==> src/design/qxmm_pkg.sv <==
`timescale 1ns / 1ps
// ----------------------------------------------------------------------------
// qxmm_pkg
// Shared types, constants and helpers of the quad X motor mixer.
// ----------------------------------------------------------------------------
package qxmm_pkg;

    // Field widths
    localparam int IN_W   = 32;   // Q16.16 command fields
    localparam int FRC_W  = 42;   // 96 * force, signed
    localparam int CAP_W  = 30;   // capped positive force
    localparam int RHS_W  = 54;   // capped force * 1e7
    localparam int ACC_W  = 56;   // search accumulators
    localparam int Q_W    = 15;   // Q7.8 command
    localparam int A_W    = 21;   // 96 * a * 1e7
    localparam int B_W    = 34;   // 96 * 256 * b * 1e7
    localparam int MOTORS = 4;

    // Thrust curve constants, scaled by 1e7 and by the mixing factor 96
    localparam logic [A_W-1:0] A96_SIM  = A_W'(96 * 14597);
    localparam logic [A_W-1:0] A96_REAL = A_W'(96 * 10210);
    localparam logic [B_W-1:0] B96_SIM  = B_W'(64'd24576 * 64'd436930);
    localparam logic [B_W-1:0] B96_REAL = B_W'(64'd24576 * 64'd363290);

    localparam logic [CAP_W-1:0] FORCE_CAP = CAP_W'(1000000000);
    localparam logic [23:0]      RHS_SCALE = 24'd10000000;
    localparam logic [Q_W-1:0]   Q_LIMIT   = Q_W'(25600);
    localparam logic [Q_W-1:0]   Q_TOP     = Q_W'(25601);

    // Configuration register indexes
    localparam logic CFG_COEF_SET = 1'b0;
    localparam logic CFG_MIN_OUT  = 1'b1;

    typedef struct packed {
        logic signed [IN_W-1:0] collective_thrust;
        logic signed [IN_W-1:0] roll_moment;
        logic signed [IN_W-1:0] pitch_moment;
        logic signed [IN_W-1:0] yaw_moment;
    } t_cmd_in;

    typedef struct packed {
        logic [Q_W-1:0] motor_one;
        logic [Q_W-1:0] motor_two;
        logic [Q_W-1:0] motor_three;
        logic [Q_W-1:0] motor_four;
    } t_motor_out;

    // One classified request: right-hand side of the curve search per motor
    typedef struct packed {
        logic [MOTORS-1:0][RHS_W-1:0] rhs;
    } t_work;

    // Saturate search result, then apply the min-first clamp
    function automatic logic [Q_W-1:0] clamp_cmd(input logic [Q_W-1:0] q,
                                                 input logic [Q_W-1:0] min_out);
        logic [Q_W-1:0] qc;
        qc = (q > Q_TOP) ? Q_TOP : q;
        if (qc < min_out) begin
            return min_out;
        end else if (qc > Q_LIMIT) begin
            return Q_LIMIT;
        end
        return qc;
    endfunction

endpackage

==> src/design/qxmm_fifo.sv <==
`timescale 1ns / 1ps
// ----------------------------------------------------------------------------
// qxmm_fifo
// Short request queue between the front and the curve solvers.
// ----------------------------------------------------------------------------
module qxmm_fifo #(
    parameter int DEPTH = 2
) (
    input  logic            i_clk,
    input  logic            i_rst_n,
    input  logic            i_valid,
    output logic            o_ready,
    input  qxmm_pkg::t_work i_data,
    output logic            o_valid,
    input  logic            i_ready,
    output qxmm_pkg::t_work o_data
);
    import qxmm_pkg::*;

    localparam int PTR_W = $clog2(DEPTH);
    localparam int CNT_W = $clog2(DEPTH + 1);

    t_work              r_mem [DEPTH];
    logic [PTR_W-1:0]   r_wptr, r_rptr;
    logic [CNT_W-1:0]   r_cnt;
    logic               w_push, w_pop;

    assign o_ready = (r_cnt != CNT_W'(DEPTH));
    assign o_valid = (r_cnt != '0);
    assign o_data  = r_mem[r_rptr];
    assign w_push  = i_valid && o_ready;
    assign w_pop   = o_valid && i_ready;

    // Track pointers and fill level
    always_ff @(posedge i_clk) begin
        if (!i_rst_n) begin
            r_wptr <= '0;
            r_rptr <= '0;
            r_cnt  <= '0;
        end else begin
            if (w_push) begin
                r_wptr <= (r_wptr == PTR_W'(DEPTH - 1)) ? '0 : r_wptr + 1'b1;
            end
            if (w_pop) begin
                r_rptr <= (r_rptr == PTR_W'(DEPTH - 1)) ? '0 : r_rptr + 1'b1;
            end
            if (w_push && !w_pop) begin
                r_cnt <= r_cnt + 1'b1;
            end else if (w_pop && !w_push) begin
                r_cnt <= r_cnt - 1'b1;
            end
        end
    end

    // Store request
    always_ff @(posedge i_clk) begin
        if (w_push) begin
            r_mem[r_wptr] <= i_data;
        end
    end

endmodule

==> config.mk <==
export PLATFORM = sky130hd
export DESIGN_NAME = qxmm_fifo
export DESIGN_NICKNAME = d
export VERILOG_FILES = /design/src/design/qxmm_pkg.sv /design/src/design/qxmm_fifo.sv
export SDC_FILE = /design/constraint.sdc
export NUM_CORES = 1
export LEC_CHECK = 0
export ABC_CLOCK_PERIOD_IN_PS = 10700
export BUFFER_PORTS_ARGS = -buffer_cell sky130_fd_sc_hd__buf_2
export CAP_MARGIN = 10
export CELL_PAD_IN_SITES_DETAIL_PLACEMENT = 1
export CELL_PAD_IN_SITES_GLOBAL_PLACEMENT = 1
export CORE_ASPECT_RATIO = 1.25
export CORE_MARGIN = 2
export CORE_UTILIZATION = 30
export CTS_CLUSTER_DIAMETER = 120
export CTS_CLUSTER_SIZE = 12
export DETAILED_ROUTE_END_ITERATION = 10
export PLACE_DENSITY = 0.67
export SYNTH_ARGS = -nofsm -noshare
export SYNTH_HDL_FRONTEND = slang
export SYNTH_SLANG_ARGS = --single-unit
==> constraint.sdc <==
create_clock -name i_clk -period 10.7 [get_ports i_clk]
set_input_delay 1.07 -clock i_clk [delete_from_list [all_inputs] [get_ports i_clk]]
set_output_delay 1.07 -clock i_clk [all_outputs]
set_load 0.02 [all_outputs]
==> results.md <==
- Fillers: 5,391
- Final hold violations: 0
- Via density: 4.29
- Die Wd: 213 um
- Peak supply drop: 0.165 mV
- Wirelength per Cell: 20.2 um
- Clk_lat worst skew: around 0.55 ns
- Final WL: 38,400 um
- Vias post-DR: 8,169
- Commonest non-fill, non-tap cell in the layout: buf_2
- DP Worst Slack: 6.21 ns
- PortBufs: 437
- Maximum buffer depth of the clock tree: 3
- Crit path time final: 4.93 ns
- Final Core Density: 38.1%
- Crit path launch type: flop
- Vias in the first global route: 9,140
- Max Cap Violations: 0
- Gr usage total: 13.4%
- Period utilization: between 40 and 50%
- Status: complete, no violations
- Total negative slack: 0 ns
- Sequential cell area: ~13,000 um2
- Share of cells above drive strength 1: between 60% and 70%
- Synth warn: 0
- Initial antenna violation count: 16
- Core box area: between 50,000 and 60,000 um2
- Clock root cell: clkbuf_16
- IO Pins: ~440
- Post-synth ARST share: 0%
- Most used DFF post-synth: edfxtp_1
- Clock slew at reported path FFs: about 0.060 ns
- Data arrival, critical path: 3.86 ns
- DRT iter0 DRCs: 337
- Clock Skew: about 0.015 ns
- Setup slack, reg-to-reg: approximately 8 ns
- Setup CP Type: reg2out
- Leak: a little under 8 nW
- Worst-margin pin slew: 1.07 ns
- Slew Viols, Final: 0
- Standard-cell row count: 95
- Initial core utilization: between 30% and 40%
- Post-Syn Area: 16,400 um2
- HPWL after DPL: 26,700 um
- Post-CTS Setup Bufs: 0
- Syn Nets: around 920
- Pre-antenna DRT Iters: 6
- Post-cts gate resize count: 0
- Slowest stage cell, crit path: dfxtp_4
- Worst Path Required: ~9.6 ns
- Largest net degree at the start of global routing: approximately 160
- DRC viols: 0
- Commonest non-fill, non-tap cells in the layout: buf_2 (437), edfxtp_1 (432), mux2_4 (140)
- CTS tree: built
- CP cell instances: buf_4 -> buf_4 -> mux2_2 -> buf_2
- GR Overflow Total: 0
- Hold Crit Class: reg2reg
- Multi-input logic area: 3100 um2
- Slowest Stage Delay on Critical Path: 0.92 ns
- Slew headroom: 28.5%
- Sequential fraction of the synthesis area: 79.7%
- H-tree lvl count: 2
- P&R area growth vs syn: 24.9%
- Worst Setup End Kind: primary output
- Synth cell types: 21
- CTS hold repair buffers: 0
- Die area: between 50,000 and 60,000 um2
- FMAX: 0.203 GHz
- RSZ-0062 raised after global routing: false
- Clock tree sinks: 437
- CP dominant cell by count: buf_4
- Detail Route Antenna Nets: 0
- Pwr/cell area: 241 nW/um2
- Cells after synthesis: 696
- Final worst slack: 5.77 ns
- Nets: 1,380
- Overall Power: 4.94 mW
- Critical path endpoint: o_data[6]
- R2R Path End: r_mem[1][77]
- Seq cells post-synth: 437
- Worst R2R Start: r_cnt[0]
- Avg Synthesized Cell Area: roughly 24 um2
- CTS Buf Count: 42
- Max Fanout on Critical Path: 61
- Reg2reg path depth: 3
- Gp weighted congestion: approximately 0.77
- Number of synthesized flops with an enable pin: 432
- First-pass GRT wire length: 55,800 um
- Die H: 265 um
- Final setup violation count: 0
## power breakdown
part / internal [mW] / switching, mW / total, mW
clock: 0.720 / 0.582 / 1.30
sequential: 2.14 / 0.0938 / 2.24
combinational: 0.601 / 0.802 / 1.40
## final cells by class
cell class	instances	area share (%)
tap	727	4.44
sequential	437	63.8
multi-input combinational	234	15.1
timing repair buffer	443	11.0
clock buffer	51	5.40
clock inverter	2	0.0855
inverter	1	0.0550
antenna	9	0.110
## flip-flops by register name (all words and copies together) (netlist names), named ones only
| signal | flops |
|---|---|
| r_rptr | 1 |
| r_mem | 432 |
| r_wptr | 1 |
| r_cnt | 2 |
## kinds of logic after synthesis
logic type | Yosys count | synth area share (%)
muxes | 216 | 18.0
DFF | 437 | 79.7
xor gates and xnor gates | 3 | 0.160
buffers and inverters | 25 | 1.40
AOI/OAI and AO/OA | 5 | 0.214
and+or+nand+nor | 9 | 0.397
adders and majority gates | 1 | 0.0763
## routing by layer
| metal | vias to the layer above | wire length, um | track usage, % |
|---|---|---|---|
| met5 | - | 73 | 0 |
| met4 | 10 | 1670 | 6.90 |
| met3 | 100 | 3000 | 4.99 |
| met2 | 302 | 20500 | 24.2 |
| met1 | 4064 | 13200 | 13.1 |
| li1 | 3693 | - | - |
## worst min-delay path by stage
stage	startpoint	end	slack [ns]	cells after the start
after floorplan	r_cnt[1]	r_cnt[1]	0.51	2
after global placement	r_cnt[1]	r_cnt[1]	0.53	2
after detailed placement	r_cnt[1]	r_cnt[1]	0.55	2
after CTS	r_cnt[1]	r_cnt[1]	0.56	2
after global routing	r_cnt[1]	r_cnt[1]	0.61	2
final	r_cnt[1]	r_cnt[1]	0.55	2
## Yosys cell counts (2+ instances only)
master / n / area share (%)
edfxtp_1: 432 / 79
buf_2: 7 / 0.21
mux2_4: 140 / 13
xnor2_1: 2 / 0.11
buf_6: 17 / 1.2
dfxtp_1: 5 / 0.61
mux2_2: 76 / 5.2
and2_1: 4 / 0.15
## through the flow
stage | hold slack [ns] | std cells | area (um2)
global placement | 0.532 | 1842 | 19300
floorplan | 0.512 | 696 | 16400
global route | 0.606 | 1903 | 20500
CTS | 0.556 | 1895 | 20500
finish | 0.554 | 1904 | 20500
detailed placement | 0.546 | 1842 | 19300
## critical path, delay by kind of cell (launching register included)
| family | cells | cell delay [ns] |
|---|---|---|
| muxes | 1 | 0.42 |
| buffers and inverters | 3 | 1.81 |
| DFF | 1 | 0.92 |
Power figures use the tool's default switching activity.
