<file path="src/design/qxmm_pkg.sv">
`timescale 1ns / 1ps
// ----------------------------------------------------------------------------
// qxmm_pkg
// Shared types, constants and helpers of the quad X motor mixer.
// ----------------------------------------------------------------------------
package qxmm_pkg;

    // Field widths
    localparam int IN_W   = 32;   // Q16.16 command fields
    localparam int FRC_W  = 42;   // 96 * force, signed
    localparam int CAP_W  = 30;   // capped positive force
    localparam int RHS_W  = 54;   // capped force * 1e7
    localparam int ACC_W  = 56;   // search accumulators
    localparam int Q_W    = 15;   // Q7.8 command
    localparam int A_W    = 21;   // 96 * a * 1e7
    localparam int B_W    = 34;   // 96 * 256 * b * 1e7
    localparam int MOTORS = 4;

    // Thrust curve constants, scaled by 1e7 and by the mixing factor 96
    localparam logic [A_W-1:0] A96_SIM  = A_W'(96 * 14597);
    localparam logic [A_W-1:0] A96_REAL = A_W'(96 * 10210);
    localparam logic [B_W-1:0] B96_SIM  = B_W'(64'd24576 * 64'd436930);
    localparam logic [B_W-1:0] B96_REAL = B_W'(64'd24576 * 64'd363290);

    localparam logic [CAP_W-1:0] FORCE_CAP = CAP_W'(1000000000);
    localparam logic [23:0]      RHS_SCALE = 24'd10000000;
    localparam logic [Q_W-1:0]   Q_LIMIT   = Q_W'(25600);
    localparam logic [Q_W-1:0]   Q_TOP     = Q_W'(25601);

    // Configuration register indexes
    localparam logic CFG_COEF_SET = 1'b0;
    localparam logic CFG_MIN_OUT  = 1'b1;

    typedef struct packed {
        logic signed [IN_W-1:0] collective_thrust;
        logic signed [IN_W-1:0] roll_moment;
        logic signed [IN_W-1:0] pitch_moment;
        logic signed [IN_W-1:0] yaw_moment;
    } t_cmd_in;

    typedef struct packed {
        logic [Q_W-1:0] motor_one;
        logic [Q_W-1:0] motor_two;
        logic [Q_W-1:0] motor_three;
        logic [Q_W-1:0] motor_four;
    } t_motor_out;

    // One classified request: right-hand side of the curve search per motor
    typedef struct packed {
        logic [MOTORS-1:0][RHS_W-1:0] rhs;
    } t_work;

    // Saturate search result, then apply the min-first clamp
    function automatic logic [Q_W-1:0] clamp_cmd(input logic [Q_W-1:0] q,
                                                 input logic [Q_W-1:0] min_out);
        logic [Q_W-1:0] qc;
        qc = (q > Q_TOP) ? Q_TOP : q;
        if (qc < min_out) begin
            return min_out;
        end else if (qc > Q_LIMIT) begin
            return Q_LIMIT;
        end
        return qc;
    endfunction

endpackage

</file>
<file path="src/design/qxmm_front.sv">
`timescale 1ns / 1ps
// ----------------------------------------------------------------------------
// qxmm_front
// Mixes a command vector into four motor forces and forms the search bound.
// ----------------------------------------------------------------------------
module qxmm_front (
    input  logic              i_clk,
    input  logic              i_rst_n,
    input  logic              i_valid,
    output logic              o_ready,
    input  qxmm_pkg::t_cmd_in i_cmd,
    output logic              o_valid,
    input  logic              i_ready,
    output qxmm_pkg::t_work   o_work
);
    import qxmm_pkg::*;

    logic                          r_s1_valid, r_s2_valid;
    logic signed [FRC_W-1:0]       r_frc [MOTORS];
    logic signed [FRC_W-1:0]       n_frc [MOTORS];
    t_work                         r_work, n_work;
    logic signed [FRC_W-1:0]       w_t, w_r, w_p, w_y;
    logic signed [FRC_W-1:0]       w_t24, w_r192, w_p192, w_y500;
    logic [CAP_W-1:0]              w_cap [MOTORS];
    logic                          w_en1, w_en2;

    // Stall a stage only when the queue is full and every stage from it onward holds a request
    assign w_en2   = !r_s2_valid || i_ready;
    assign w_en1   = !r_s1_valid || w_en2;
    assign o_ready = w_en1;
    assign o_valid = r_s2_valid;
    assign o_work  = r_work;

    // Mixing matrix, scaled by 96 so every weight is an integer
    always_comb begin
        w_t    = FRC_W'(i_cmd.collective_thrust);
        w_r    = FRC_W'(i_cmd.roll_moment);
        w_p    = FRC_W'(i_cmd.pitch_moment);
        w_y    = FRC_W'(i_cmd.yaw_moment);
        w_t24  = (w_t <<< 4) + (w_t <<< 3);
        w_r192 = (w_r <<< 7) + (w_r <<< 6);
        w_p192 = (w_p <<< 7) + (w_p <<< 6);
        w_y500 = (w_y <<< 9) - (w_y <<< 3) - (w_y <<< 2);
        n_frc[0] = w_t24 - w_r192 + w_p192 + w_y500;
        n_frc[1] = w_t24 + w_r192 - w_p192 + w_y500;
        n_frc[2] = w_t24 + w_r192 + w_p192 - w_y500;
        n_frc[3] = w_t24 - w_r192 - w_p192 - w_y500;
    end

    // Clip force to the usable range and scale by 1e7
    always_comb begin
        for (int k = 0; k < MOTORS; k++) begin
            if (r_frc[k] <= 0) begin
                w_cap[k] = '0;
            end else if (r_frc[k] > FRC_W'(FORCE_CAP)) begin
                w_cap[k] = FORCE_CAP;
            end else begin
                w_cap[k] = r_frc[k][CAP_W-1:0];
            end
            n_work.rhs[k] = RHS_W'(w_cap[k]) * RHS_W'(RHS_SCALE);
        end
    end

    // Advance valid flags
    always_ff @(posedge i_clk) begin
        if (!i_rst_n) begin
            r_s1_valid <= 1'b0;
            r_s2_valid <= 1'b0;
        end else begin
            if (w_en1) begin
                r_s1_valid <= i_valid;
            end
            if (w_en2) begin
                r_s2_valid <= r_s1_valid;
            end
        end
    end

    // Advance payload
    always_ff @(posedge i_clk) begin
        if (w_en1 && i_valid) begin
            r_frc <= n_frc;
        end
        if (w_en2 && r_s1_valid) begin
            r_work <= n_work;
        end
    end

endmodule

</file>
<file path="config.mk">
export PLATFORM = sky130hd
export DESIGN_NAME = qxmm_front
export DESIGN_NICKNAME = d
export VERILOG_FILES = /design/src/design/qxmm_pkg.sv /design/src/design/qxmm_front.sv
export SDC_FILE = /design/constraint.sdc
export NUM_CORES = 2
export LEC_CHECK = 0
export BUFFER_PORTS_ARGS = -buffer_cell sky130_fd_sc_hd__buf_4
export CELL_PAD_IN_SITES_DETAIL_PLACEMENT = 1
export CELL_PAD_IN_SITES_GLOBAL_PLACEMENT = 1
export CORE_MARGIN = 5
export CORE_UTILIZATION = 45
export DETAILED_ROUTE_END_ITERATION = 7
export GPL_ROUTABILITY_DRIVEN = 0
export PLACE_DENSITY = 0.75
export SLEW_MARGIN = 20
export SYNTH_ARGS = -nofsm -noshare
export SYNTH_HDL_FRONTEND = slang
export SYNTH_SLANG_ARGS = --single-unit
</file>
<file path="constraint.sdc">
create_clock -name i_clk -period 17.9 [get_ports i_clk]
set_input_delay 5.37 -clock i_clk [delete_from_list [all_inputs] [get_ports i_clk]]
set_output_delay 5.37 -clock i_clk [all_outputs]
set_load 0.03 [all_outputs]
</file>
==> impl_metrics.csv <==
group,metric,value,unit
floorplan,start_util,45.2,%
final_layout,fin_nets,9356,
floorplan,die_x,392,µm
critical_path,cp-start-kind,"input pin",
floorplan,dieHeight,392,µm
floorplan,num_rows,140,
detailed_routing,met3WireLength,9.73,mm
grt,grt_pass1_wl,306,mm
synth,synthTopCellsByCount,"inv_1 (1388), ha_1 (1267), fa_1 (731), a21oi_1 (459), nor2_1 (387)",
synth,synth_edf_count,336,
synth,synth_ff_type,"edfxtp_1",
clocking,htree_levels,2,
critical_path,critical_path_arrival,13.59,ns
sta,setup_viol,0,
min_path,worstHoldPathType,"reg2reg",
outcome,run_status,"complete, no violations",
grt,grt_usage,25.2,%
clocking,cts-hold-fix-buffers,0,
sta,tightest_slew,1.15,ns
synth,syn_inst,6932,
clocking,clk_path_buf_depth,3,
clocking,cts_resized,0,
synth,synth_area,0.0658,mm²
detailed_routing,wirelength,196,mm
final_layout,drive_above_1_share,6.22,%
detailed_routing,drt-met1-wl,86.0,mm
synth,yosysUniqueCellTypes,98,
sta,period_share,73.5,%
clocking,cts_tree,"yes",
sta,rsz0062_at_grt,"no",
sta,fin_tns_setup,0,ns
sta,hold_viol_final,0,
sta,period_minus_slack,13.16,ns
floorplan,core,0.146,mm²
run,maxCapViolations,0,
synth,synthAdderAreaFrac,46.3,%
synth,synth_simple_gate_area_share,8.69,%
sta,worst_clock_skew,0.0592,ns
critical_path,slowest_delay,0.65,ns
synth,yosysTopAreaCell,"ha_1",
floorplan,io_pins,350,
critical_path,critPathCaptureType,"flop",
final_layout,nFillCells,16693,
clocking,cts.clk_slew.worst_paths,0.06,ns
synth,synthArstFlopShare,0,%
clocking,clk_latency,0.65,ns
critical_path,critPathMaxFanout,10,
final_layout,area_growth,9.24,%
synth,seq_area_frac_synth,15.4,%
critical_path,cpMostUsedCell,"ha_1",
synth,ys_warn_count,0,
synth,synth_top_area_share,24.1,%
sta,slew_headroom,22.9,%
floorplan,dieArea,0.154,mm²
grt,antenna_found_initial,6,
place,io_buffers,313,
clocking,cts_setup_buffers,0,
detailed_routing,antenna_left,0,
critical_path,crit_required,18.34,ns
synth,synthMuxAreaShare,0.137,%
sta,slew_violations,0,
clocking,numCtsBuffers,46,
grt,grt_pass1_vias,55168,
detailed_routing,wire_per_inst,21.3,µm
critical_path,crit_type,"in2reg",
detailed_routing,wl_met2,93.2,mm
clocking,clockRootBuffer,"clkbuf_16",
synth,synth_seq_cells,338,
synth,syn_area_per_cell,9.50,µm²
grt,grt_max_degree,66,
synth,synth_compound_gate_area_share,14.1,%
detailed_routing,highest_layer,"met5",
detailed_routing,drt_iter0_drc,2391,
detailed_routing,via_per_inst,5.53,
place,dp_hpwl,172,mm
grt,overflow,0,
synth,synth_top_family_by_area,"adder cells",
detailed_routing,dr.pass1.iters,5,
synth,synthMostInstantiatedCell,"inv_1",
critical_path,slowest_stage,"a211oi_1",
detailed_routing,vias,50807,
detailed_routing,drcViolationCount,0,
clocking,clock-sinks,338,
synth,synth_xor_area_share,6.58,%
synth,synthTopCellsByArea,"ha_1 (24%), fa_1 (22%), edfxtp_1 (15%)",
sta,fmax,0.0760,GHz
==> cells in the final DEF (no fill, tap or decap), types with 12 or more instances in the layout <==
cell,netlist,routed
a211oi_1,40,40
a21o_1,281,281
a21oi_1,459,459
a221oi_1,12,12
a31oi_1,35,35
and2_1,79,78
and3_1,47,47
and4_1,13,13
buf_4,36,325
clkbuf_16,0,49
conb_1,1,36
edfxtp_1,336,336
fa_1,731,731
ha_1,1267,1267
inv_1,1388,1388
nand2_1,194,194
nand2b_1,60,60
nand3_1,85,85
nand4_1,52,52
nor2_1,387,387
nor2b_1,61,60
nor3_1,66,65
nor4_1,39,39
o211ai_1,20,20
o21a_1,73,73
o21ai_0,134,134
o21ai_1,87,87
o21bai_1,100,100
o31ai_1,23,23
or3_1,22,22
xnor2_1,326,326
xor2_1,162,162
==> per-layer routing <==
metal	vias up	global-route usage, %
met5	-	0
met4	2	8.14
met3	278	3.61
met2	1147	43.0
met1	25513	33.1
li1	23867	-
==> logic make-up (layout without fill, tap and decap cells) <==
kind of cell	count (synthesis)	in the layout
DFF	338	338
adders and majority gates	1998	1998
muxes	9	9
AOI/OAI and AO/OA	1425	1425
and+or+nand+nor	1159	1159
xor gates and xnor gates	491	491
buffers and inverters	1511	1807
other	1	42
==> worst paths after layout <==
check,startpoint,endpoint,slack [ns],depth (start not counted)
worst min register to register,r_s1_valid$_SDFFE_PN0N_,o_valid$_SDFFE_PN0P_,0.54,1
worst max register to register,r_frc[93]$_DFFE_PP_,o_work[107]$_DFFE_PP_,8.39,30
worst max-delay path,i_cmd[96],r_frc[40]$_DFFE_PP_,4.74,30
worst min-delay path,r_s1_valid$_SDFFE_PN0N_,o_valid$_SDFFE_PN0P_,0.54,1
==> area by class of cell <==
type	count	area (µm²)	share of cell area [%]
Timing Repair Buffer	325	2440	3.39
Inverter	1397	5240	7.29
Clock inverter	33	412	0.572
Multi-Input combinational cell	5118	50000	69.6
Antenna cell	6	15.0	0.0209
Sequential cell	338	10100	14.1
Tap cell	1917	2400	3.34
Clock buffer	52	1240	1.72
==> registers in the layout, summed over array words and instances (netlist names) <==
signal      count
o_work        180
r_frc         156
r_s1_valid      1
o_valid         1
==> critical path: cells and delay by family <==
family | cells | cell delay, ns
buf+inv | 2 | 0.26
simple gates | 8 | 1.76
compound gates | 13 | 3.58
fa+ha+maj | 5 | 1.99
xor+xnor | 2 | 0.62
==> through the flow <==
stage | utilization [%] | worst slack [ns] | cells | instance area (µm²) | hold slack (ns)
detailed placement | 48.3 | 4.15 | 9095 | 70200 | 0.533
CTS | 49.4 | 4.76 | 9180 | 71900 | 0.548
finish | 49.4 | 4.74 | 9186 | 71900 | 0.542
floorplan | - | 3.76 | 6967 | 66000 | 0.477
global route | 49.4 | 4.19 | 9184 | 71900 | 0.565
global placement | 48.3 | 4.37 | 9095 | 70200 | 0.505
Power is left out: the tool's default activity adds up to more than one toggle a clock period on the data nets, which glitch-free logic cannot reach.
