==> config.mk <==
export PLATFORM = sky130hd
export DESIGN_NAME = qxmm_back
export DESIGN_NICKNAME = d
export VERILOG_FILES = /design/src/design/qxmm_pkg.sv /design/src/design/qxmm_lane.sv /design/src/design/qxmm_back.sv
export SDC_FILE = /design/constraint.sdc
export NUM_CORES = 2
export LEC_CHECK = 0
export BUFFER_PORTS_ARGS = -buffer_cell sky130_fd_sc_hd__buf_2
export CELL_PAD_IN_SITES_DETAIL_PLACEMENT = 1
export CELL_PAD_IN_SITES_GLOBAL_PLACEMENT = 1
export CORE_MARGIN = 5
export CORE_UTILIZATION = 55
export CTS_BUF_LIST = sky130_fd_sc_hd__clkbuf_8
export DETAILED_ROUTE_END_ITERATION = 10
export HOLD_SLACK_MARGIN = 0.02
export PLACE_DENSITY_LB_ADDON = 0.1
export SLEW_MARGIN = 20
export SYNTH_ARGS = -nofsm -noshare
export SYNTH_HDL_FRONTEND = slang
export SYNTH_HIERARCHICAL = 1
export SYNTH_SLANG_ARGS = --single-unit
export TNS_END_PERCENT = 20
==> constraint.sdc <==
create_clock -name i_clk -period 21.3 [get_ports i_clk]
set_clock_uncertainty 0.1 [all_clocks]
set_input_delay 2.13 -clock i_clk [delete_from_list [all_inputs] [get_ports i_clk]]
set_output_delay 2.13 -clock i_clk [all_outputs]
set_load 0.05 [all_outputs]
==> src/design/qxmm_pkg.sv <==
`timescale 1ns / 1ps
// ----------------------------------------------------------------------------
// qxmm_pkg
// Shared types, constants and helpers of the quad X motor mixer.
// ----------------------------------------------------------------------------
package qxmm_pkg;

    // Field widths
    localparam int IN_W   = 32;   // Q16.16 command fields
    localparam int FRC_W  = 42;   // 96 * force, signed
    localparam int CAP_W  = 30;   // capped positive force
    localparam int RHS_W  = 54;   // capped force * 1e7
    localparam int ACC_W  = 56;   // search accumulators
    localparam int Q_W    = 15;   // Q7.8 command
    localparam int A_W    = 21;   // 96 * a * 1e7
    localparam int B_W    = 34;   // 96 * 256 * b * 1e7
    localparam int MOTORS = 4;

    // Thrust curve constants, scaled by 1e7 and by the mixing factor 96
    localparam logic [A_W-1:0] A96_SIM  = A_W'(96 * 14597);
    localparam logic [A_W-1:0] A96_REAL = A_W'(96 * 10210);
    localparam logic [B_W-1:0] B96_SIM  = B_W'(64'd24576 * 64'd436930);
    localparam logic [B_W-1:0] B96_REAL = B_W'(64'd24576 * 64'd363290);

    localparam logic [CAP_W-1:0] FORCE_CAP = CAP_W'(1000000000);
    localparam logic [23:0]      RHS_SCALE = 24'd10000000;
    localparam logic [Q_W-1:0]   Q_LIMIT   = Q_W'(25600);
    localparam logic [Q_W-1:0]   Q_TOP     = Q_W'(25601);

    // Configuration register indexes
    localparam logic CFG_COEF_SET = 1'b0;
    localparam logic CFG_MIN_OUT  = 1'b1;

    typedef struct packed {
        logic signed [IN_W-1:0] collective_thrust;
        logic signed [IN_W-1:0] roll_moment;
        logic signed [IN_W-1:0] pitch_moment;
        logic signed [IN_W-1:0] yaw_moment;
    } t_cmd_in;

    typedef struct packed {
        logic [Q_W-1:0] motor_one;
        logic [Q_W-1:0] motor_two;
        logic [Q_W-1:0] motor_three;
        logic [Q_W-1:0] motor_four;
    } t_motor_out;

    // One classified request: right-hand side of the curve search per motor
    typedef struct packed {
        logic [MOTORS-1:0][RHS_W-1:0] rhs;
    } t_work;

    // Saturate search result, then apply the min-first clamp
    function automatic logic [Q_W-1:0] clamp_cmd(input logic [Q_W-1:0] q,
                                                 input logic [Q_W-1:0] min_out);
        logic [Q_W-1:0] qc;
        qc = (q > Q_TOP) ? Q_TOP : q;
        if (qc < min_out) begin
            return min_out;
        end else if (qc > Q_LIMIT) begin
            return Q_LIMIT;
        end
        return qc;
    endfunction

endpackage

==> src/design/qxmm_lane.sv <==
`timescale 1ns / 1ps
// ----------------------------------------------------------------------------
// qxmm_lane
// Bit-serial inversion of the thrust curve, one command bit per cycle.
// ----------------------------------------------------------------------------
module qxmm_lane (
    input  logic                             i_clk,
    input  logic                             i_load,
    input  logic                             i_step,
    input  logic [qxmm_pkg::RHS_W-1:0]       i_rhs,
    input  logic [qxmm_pkg::A_W-1:0]         i_a96,
    input  logic [qxmm_pkg::B_W-1:0]         i_b96,
    output logic [qxmm_pkg::Q_W-1:0]         o_q
);
    import qxmm_pkg::*;

    // r_lhs = curve(q); r_ms = (a*q) << (k+1); r_as = a << 2k; r_bs = b << k
    logic [ACC_W-1:0] r_lhs, r_ms, r_as, r_bs;
    logic [RHS_W-1:0] r_rhs;
    logic [Q_W-1:0]   r_q, r_bit;
    logic [ACC_W-1:0] w_trial, w_ms_acc;
    logic             w_take;

    assign o_q = r_q;

    // Curve at the trial value, from shifted increments only
    always_comb begin
        w_trial  = r_lhs + r_ms + r_as + r_bs;
        w_take   = (w_trial <= ACC_W'(r_rhs));
        w_ms_acc = r_ms + (r_as << 1);
    end

    // Load bounds, then keep or drop one bit per step
    always_ff @(posedge i_clk) begin
        if (i_load) begin
            r_rhs <= i_rhs;
            r_lhs <= '0;
            r_ms  <= '0;
            r_as  <= ACC_W'(i_a96) << (2 * (Q_W - 1));
            r_bs  <= ACC_W'(i_b96) << (Q_W - 1);
            r_q   <= '0;
            r_bit <= Q_W'(1) << (Q_W - 1);
        end else if (i_step) begin
            if (w_take) begin
                r_lhs <= w_trial;
                r_q   <= r_q | r_bit;
                r_ms  <= w_ms_acc >> 1;
            end else begin
                r_ms  <= r_ms >> 1;
            end
            r_as  <= r_as >> 2;
            r_bs  <= r_bs >> 1;
            r_bit <= r_bit >> 1;
        end
    end

endmodule

==> src/design/qxmm_back.sv <==
`timescale 1ns / 1ps
// ----------------------------------------------------------------------------
// qxmm_back
// Runs four curve solvers in lockstep, clamps and holds the result.
// ----------------------------------------------------------------------------
module qxmm_back (
    input  logic                     i_clk,
    input  logic                     i_rst_n,
    input  logic                     i_valid,
    output logic                     o_ready,
    input  qxmm_pkg::t_work          i_work,
    input  logic                     i_coef_set,
    input  logic [qxmm_pkg::Q_W-1:0] i_min_out,
    output logic                     o_valid,
    input  logic                     i_ready,
    output qxmm_pkg::t_motor_out     o_data
);
    import qxmm_pkg::*;

    localparam int CNT_W = $clog2(Q_W);

    logic               r_busy, r_done, r_out_valid;
    logic [CNT_W-1:0]   r_cnt;
    t_motor_out         r_out, n_out;
    logic [Q_W-1:0]     w_q [MOTORS];
    logic               w_load, w_unload;
    logic [A_W-1:0]     w_a96;
    logic [B_W-1:0]     w_b96;

    assign w_unload = r_done && (!r_out_valid || i_ready);
    assign w_load   = i_valid && !r_busy && (!r_done || w_unload);
    assign o_ready  = !r_busy && (!r_done || w_unload);
    assign o_valid  = r_out_valid;
    assign o_data   = r_out;
    assign w_a96    = i_coef_set ? A96_REAL : A96_SIM;
    assign w_b96    = i_coef_set ? B96_REAL : B96_SIM;

    // Solver lanes
    for (genvar g = 0; g < MOTORS; g++) begin : g_lane
        qxmm_lane u_lane (
            .i_clk  (i_clk),
            .i_load (w_load),
            .i_step (r_busy),
            .i_rhs  (i_work.rhs[g]),
            .i_a96  (w_a96),
            .i_b96  (w_b96),
            .o_q    (w_q[g])
        );
    end

    // Clamp finished commands
    always_comb begin
        n_out.motor_one   = clamp_cmd(w_q[0], i_min_out);
        n_out.motor_two   = clamp_cmd(w_q[1], i_min_out);
        n_out.motor_three = clamp_cmd(w_q[2], i_min_out);
        n_out.motor_four  = clamp_cmd(w_q[3], i_min_out);
    end

    // Sequence the search and the output register
    always_ff @(posedge i_clk) begin
        if (!i_rst_n) begin
            r_busy      <= 1'b0;
            r_done      <= 1'b0;
            r_cnt       <= '0;
            r_out_valid <= 1'b0;
        end else begin
            if (w_load) begin
                r_busy <= 1'b1;
                r_cnt  <= '0;
            end else if (r_busy) begin
                r_cnt <= r_cnt + 1'b1;
                if (r_cnt == CNT_W'(Q_W - 1)) begin
                    r_busy <= 1'b0;
                    r_done <= 1'b1;
                end
            end
            if (w_unload) begin
                r_done      <= 1'b0;
                r_out_valid <= 1'b1;
            end else if (i_ready) begin
                r_out_valid <= 1'b0;
            end
        end
    end

    // Capture result
    always_ff @(posedge i_clk) begin
        if (w_unload) begin
            r_out <= n_out;
        end
    end

endmodule

==> metrics.json <==
{
  "post-cts-setup-buffers": 0,
  "layoutNonFillerInstCount": 12413,
  "viasPerCell": 6.001,
  "cts_made_buffers": 221,
  "grt_pass1_vias": 79245,
  "coreArea_mm2": 0.1602,
  "slowest_delay_ns": 0.78,
  "regToRegStartpoint": "g_lane[1].u_lane/r_ms[1]",
  "yosysWarningCount": 6,
  "numPortBuffers": 297,
  "largest_net_degree_at_the_start_of_global_routing": 209,
  "power.density_mw_per_mm2": 139.5,
  "final_layout_size_suffix_gt1_frac": 0.08285,
  "postCtsHoldBufs": 0,
  "synth_enable_flop_cells": 496,
  "number_of_buffers_between_clock_root_and_the_deepest_sink": 3,
  "rsz0062_at_grt": "false",
  "die_w_um": 411.1,
  "hp-start": "g_lane[0].u_lane/r_lhs[1]",
  "synth_area_mm2": 0.08847,
  "postSynthRegisterBits": 1235,
  "final_core_util": 0.6042,
  "design.die.area_mm2": 0.1690,
  "synth.area.top_cells": "sky130_fd_sc_hd__edfxtp_1, sky130_fd_sc_hd__dfxtp_1, sky130_fd_sc_hd__ha_1",
  "synth.lib_cells_used.distinct": 118,
  "fin_nets": 11420,
  "wirelength_routed_mm": 279.9,
  "worst_ir_drop_vdd_v": 0.0001079,
  "synth.top_cell.area_share": 0.1683,
  "power_leakage_nw": 43.48,
  "cts_tree": "done",
  "hold_slack_ns": 0.3602,
  "crit_type": "flop to flop",
  "drt_iter0_markers": 5441,
  "std_cell_rows": 147,
  "fin_crit_period_ns": 9.352,
  "grt_first_pass_wirelength_mm": 440.4,
  "startpoint_type": "flop",
  "initial_utilization": 0.5523,
  "worstPathBufferInverterCount": 4,
  "synth_cells": 9729,
  "routed_wire_length_per_instance_um": 22.55,
  "route.antenna.remaining_nets": 0,
  "clkSinkCount": 1235,
  "clk_root_buffer_cell": "sky130_fd_sc_hd__clkbuf_8",
  "globalplace.congestion": 0.9700,
  "critical_path_peak_fanout": 49,
  "report.power.total_w": 0.01351,
  "clk-insertion-delay-late_ns": 0.97,
  "relSlewSlack": 0.2108,
  "pin_count": 298,
  "post-dp-hpwl_mm": 209.1,
  "place.detailed.instances": 11991,
  "synth_largest_area_cell": "sky130_fd_sc_hd__edfxtp_1",
  "maxCapViolCount": 0,
  "critical_path_origin": "g_lane[1].u_lane/r_ms[1]",
  "dr_total_vias": 74492,
  "syn_to_final_growth_pct": 9.410,
  "final-setup-viol-count": 0,
  "worst_ep_arrival_time_ns": 10.03,
  "status": "finished clean",
  "antenna_found_initial": 15,
  "max_slew_violation_count": 0,
  "yosys_most_used_dff": "sky130_fd_sc_hd__dfxtp_1",
  "worst_ep_required_time_ns": 21.98,
  "max_freq_ghz": 0.1069,
  "clock_pin_transition_on_the_worst_setup_and_hold_timing_paths_ns": 0.06,
  "ys_top_cells_by_count": "sky130_fd_sc_hd__inv_1, sky130_fd_sc_hd__nor2_1, sky130_fd_sc_hd__dfxtp_1",
  "portion_of_the_post_synthesis_area_used_by_sequential_elements": 0.3356,
  "critPathCaptureType": "flop",
  "drtPass1Iterations": 5,
  "cts_resized": 0,
  "synth_area_per_cell_um2": 9.094,
  "fin_crit_sh": 0.4390,
  "floorplan.die.height_um": 411.1,
  "max_slew.worst_pin.slew_ns": 1.154,
  "worst_path_dominant_cell_family": "compound AO/OA/AOI/OAI gates",
  "drcViolationCount": 0,
  "crit_path_top_delay_cell": "sky130_fd_sc_hd__nor3_2",
  "yosys.cell_count.top_type": "sky130_fd_sc_hd__inv_1",
  "track_usage": 0.3245,
  "setup_tns_ns": 0,
  "async_reset_ff_frac": 0,
  "holdCritPathClass": "flop to flop",
  "gr-total-overflow": 0,
  "timing.final.hold_violations": 0,
  "cts.htree.levels": 4
}
through the flow:
stage / setup WS (ns) / instance area [µm²]
floorplan: 10.77 / 89080
global placement: 12.51 / 92090
detailed placement: 12.18 / 92100
CTS: 12.10 / 96780
global route: 11.62 / 96790
finish: 11.95 / 96800
path summary, 6_finish.rpt:
check	end	slack [ns]	cells past startpoint
max	g_lane[1].u_lane/r_ms[28]	11.95	27
min	g_lane[0].u_lane/r_lhs[1]	0.36	2
max reg2reg	g_lane[1].u_lane/r_ms[28]	11.95	27
min reg2reg	g_lane[0].u_lane/r_lhs[1]	0.36	2
worst register-to-register path, cell delays in order, from the launching register on:
cell	delay, ns
sky130_fd_sc_hd__dfxtp_1	0.36
sky130_fd_sc_hd__inv_1	0.08
sky130_fd_sc_hd__fa_1	0.48
sky130_fd_sc_hd__fa_1	0.52
sky130_fd_sc_hd__inv_1	0.04
sky130_fd_sc_hd__ha_1	0.23
sky130_fd_sc_hd__inv_1	0.08
sky130_fd_sc_hd__fa_1	0.20
sky130_fd_sc_hd__nor2b_1	0.07
sky130_fd_sc_hd__o31ai_1	0.54
sky130_fd_sc_hd__a21oi_1	0.25
sky130_fd_sc_hd__nor3_2	0.78
sky130_fd_sc_hd__o2111ai_1	0.38
sky130_fd_sc_hd__a41oi_1	0.47
sky130_fd_sc_hd__o21bai_1	0.15
sky130_fd_sc_hd__xor2_1	0.30
sky130_fd_sc_hd__ha_1	0.32
sky130_fd_sc_hd__a21oi_1	0.18
sky130_fd_sc_hd__o21ai_1	0.10
sky130_fd_sc_hd__a2111oi_0	0.42
sky130_fd_sc_hd__nand2_1	0.11
sky130_fd_sc_hd__nor4_1	0.69
sky130_fd_sc_hd__o21ai_0	0.22
sky130_fd_sc_hd__mux2_2	0.36
sky130_fd_sc_hd__a31oi_4	0.58
sky130_fd_sc_hd__buf_4	0.73
sky130_fd_sc_hd__mux2i_1	0.35
sky130_fd_sc_hd__a211oi_1	0.10
sequential cells by signal (all words and copies together), names as in the netlist, 4 cells and up:
signal	cells
g_lane.u_lane/r_as	196
g_lane.u_lane/r_rhs	216
r_cnt	4
g_lane.u_lane/r_lhs	224
g_lane.u_lane/r_bit	60
o_data	60
g_lane.u_lane/r_ms	220
g_lane.u_lane/r_bs	192
g_lane.u_lane/o_q	60
metal layers:
layer / routed length, µm / part of all wire / GRT usage / vias to the layer above
li1: - / - / - / 34548
met1: 123100 / 0.44 / 0.4349 / 37460
met2: 130600 / 0.47 / 0.5368 / 1974
met3: 16740 / 0.060 / 0.05296 / 502
met4: 9382 / 0.034 / 0.1087 / 8
met5: 50 / 0.00018 / 0 / -
kinds of logic after synthesis:
logic type      after synthesis  synth area share
xor+xnor                    340           0.03366
buf+inv                    1729           0.07566
other cells                   2        0.00008489
fa+ha+maj                  1130            0.1931
mux                         498           0.05747
compound gates             2285            0.1741
flops                      1235            0.3356
simple gates               2510            0.1304
layout by cell type, fill, tap and decap left out, types with 51 or more instances in the layout:
| cell type | instances |
|---|---|
| sky130_fd_sc_hd__nand2_1 | 705 |
| sky130_fd_sc_hd__nor3_1 | 138 |
| sky130_fd_sc_hd__ha_1 | 738 |
| sky130_fd_sc_hd__conb_1 | 164 |
| sky130_fd_sc_hd__a21o_1 | 210 |
| sky130_fd_sc_hd__a311oi_1 | 94 |
| sky130_fd_sc_hd__mux2i_1 | 441 |
| sky130_fd_sc_hd__o211ai_1 | 54 |
| sky130_fd_sc_hd__buf_2 | 298 |
| sky130_fd_sc_hd__o21bai_1 | 81 |
| sky130_fd_sc_hd__nand3_1 | 154 |
| sky130_fd_sc_hd__a21oi_1 | 675 |
| sky130_fd_sc_hd__fa_1 | 392 |
| sky130_fd_sc_hd__inv_1 | 1391 |
| sky130_fd_sc_hd__nor2b_1 | 52 |
| sky130_fd_sc_hd__xnor2_1 | 238 |
| sky130_fd_sc_hd__a211oi_1 | 145 |
| sky130_fd_sc_hd__nand2b_1 | 55 |
| sky130_fd_sc_hd__a22o_1 | 97 |
| sky130_fd_sc_hd__nor2_1 | 914 |
| sky130_fd_sc_hd__and3_1 | 58 |
| sky130_fd_sc_hd__o21ai_0 | 300 |
| sky130_fd_sc_hd__xor2_1 | 102 |
| sky130_fd_sc_hd__buf_4 | 51 |
| sky130_fd_sc_hd__dfxtp_1 | 738 |
| sky130_fd_sc_hd__o21a_1 | 60 |
| sky130_fd_sc_hd__clkbuf_8 | 276 |
| sky130_fd_sc_hd__a31oi_1 | 74 |
| sky130_fd_sc_hd__o31ai_1 | 146 |
| sky130_fd_sc_hd__and2_1 | 75 |
| sky130_fd_sc_hd__edfxtp_1 | 496 |
| sky130_fd_sc_hd__nand4_1 | 150 |
where the power goes:
| group | total (W) | internal (W) | switching (W) |
|---|---|---|---|
| Sequential | 0.00304 | 0.00279 | 0.000254 |
| Combinational | 0.00808 | 0.00294 | 0.00514 |
| Clock | 0.00238 | 0.00130 | 0.00108 |
area by class of cell:
| type | instances | area, µm² |
|---|---|---|
| clock buffers | 276 | 3799 |
| well taps | 2160 | 2703 |
| fillers | 18580 | 63400 |
| multi-input cells | 6927 | 52810 |
| inverters | 1316 | 4947 |
| repair buffers | 353 | 1954 |
| flip-flops and latches | 1235 | 29690 |
| clock inverters | 140 | 880.8 |
| diodes | 6 | 15.01 |
No activity file was read; power rests on OpenSTA's default activity.
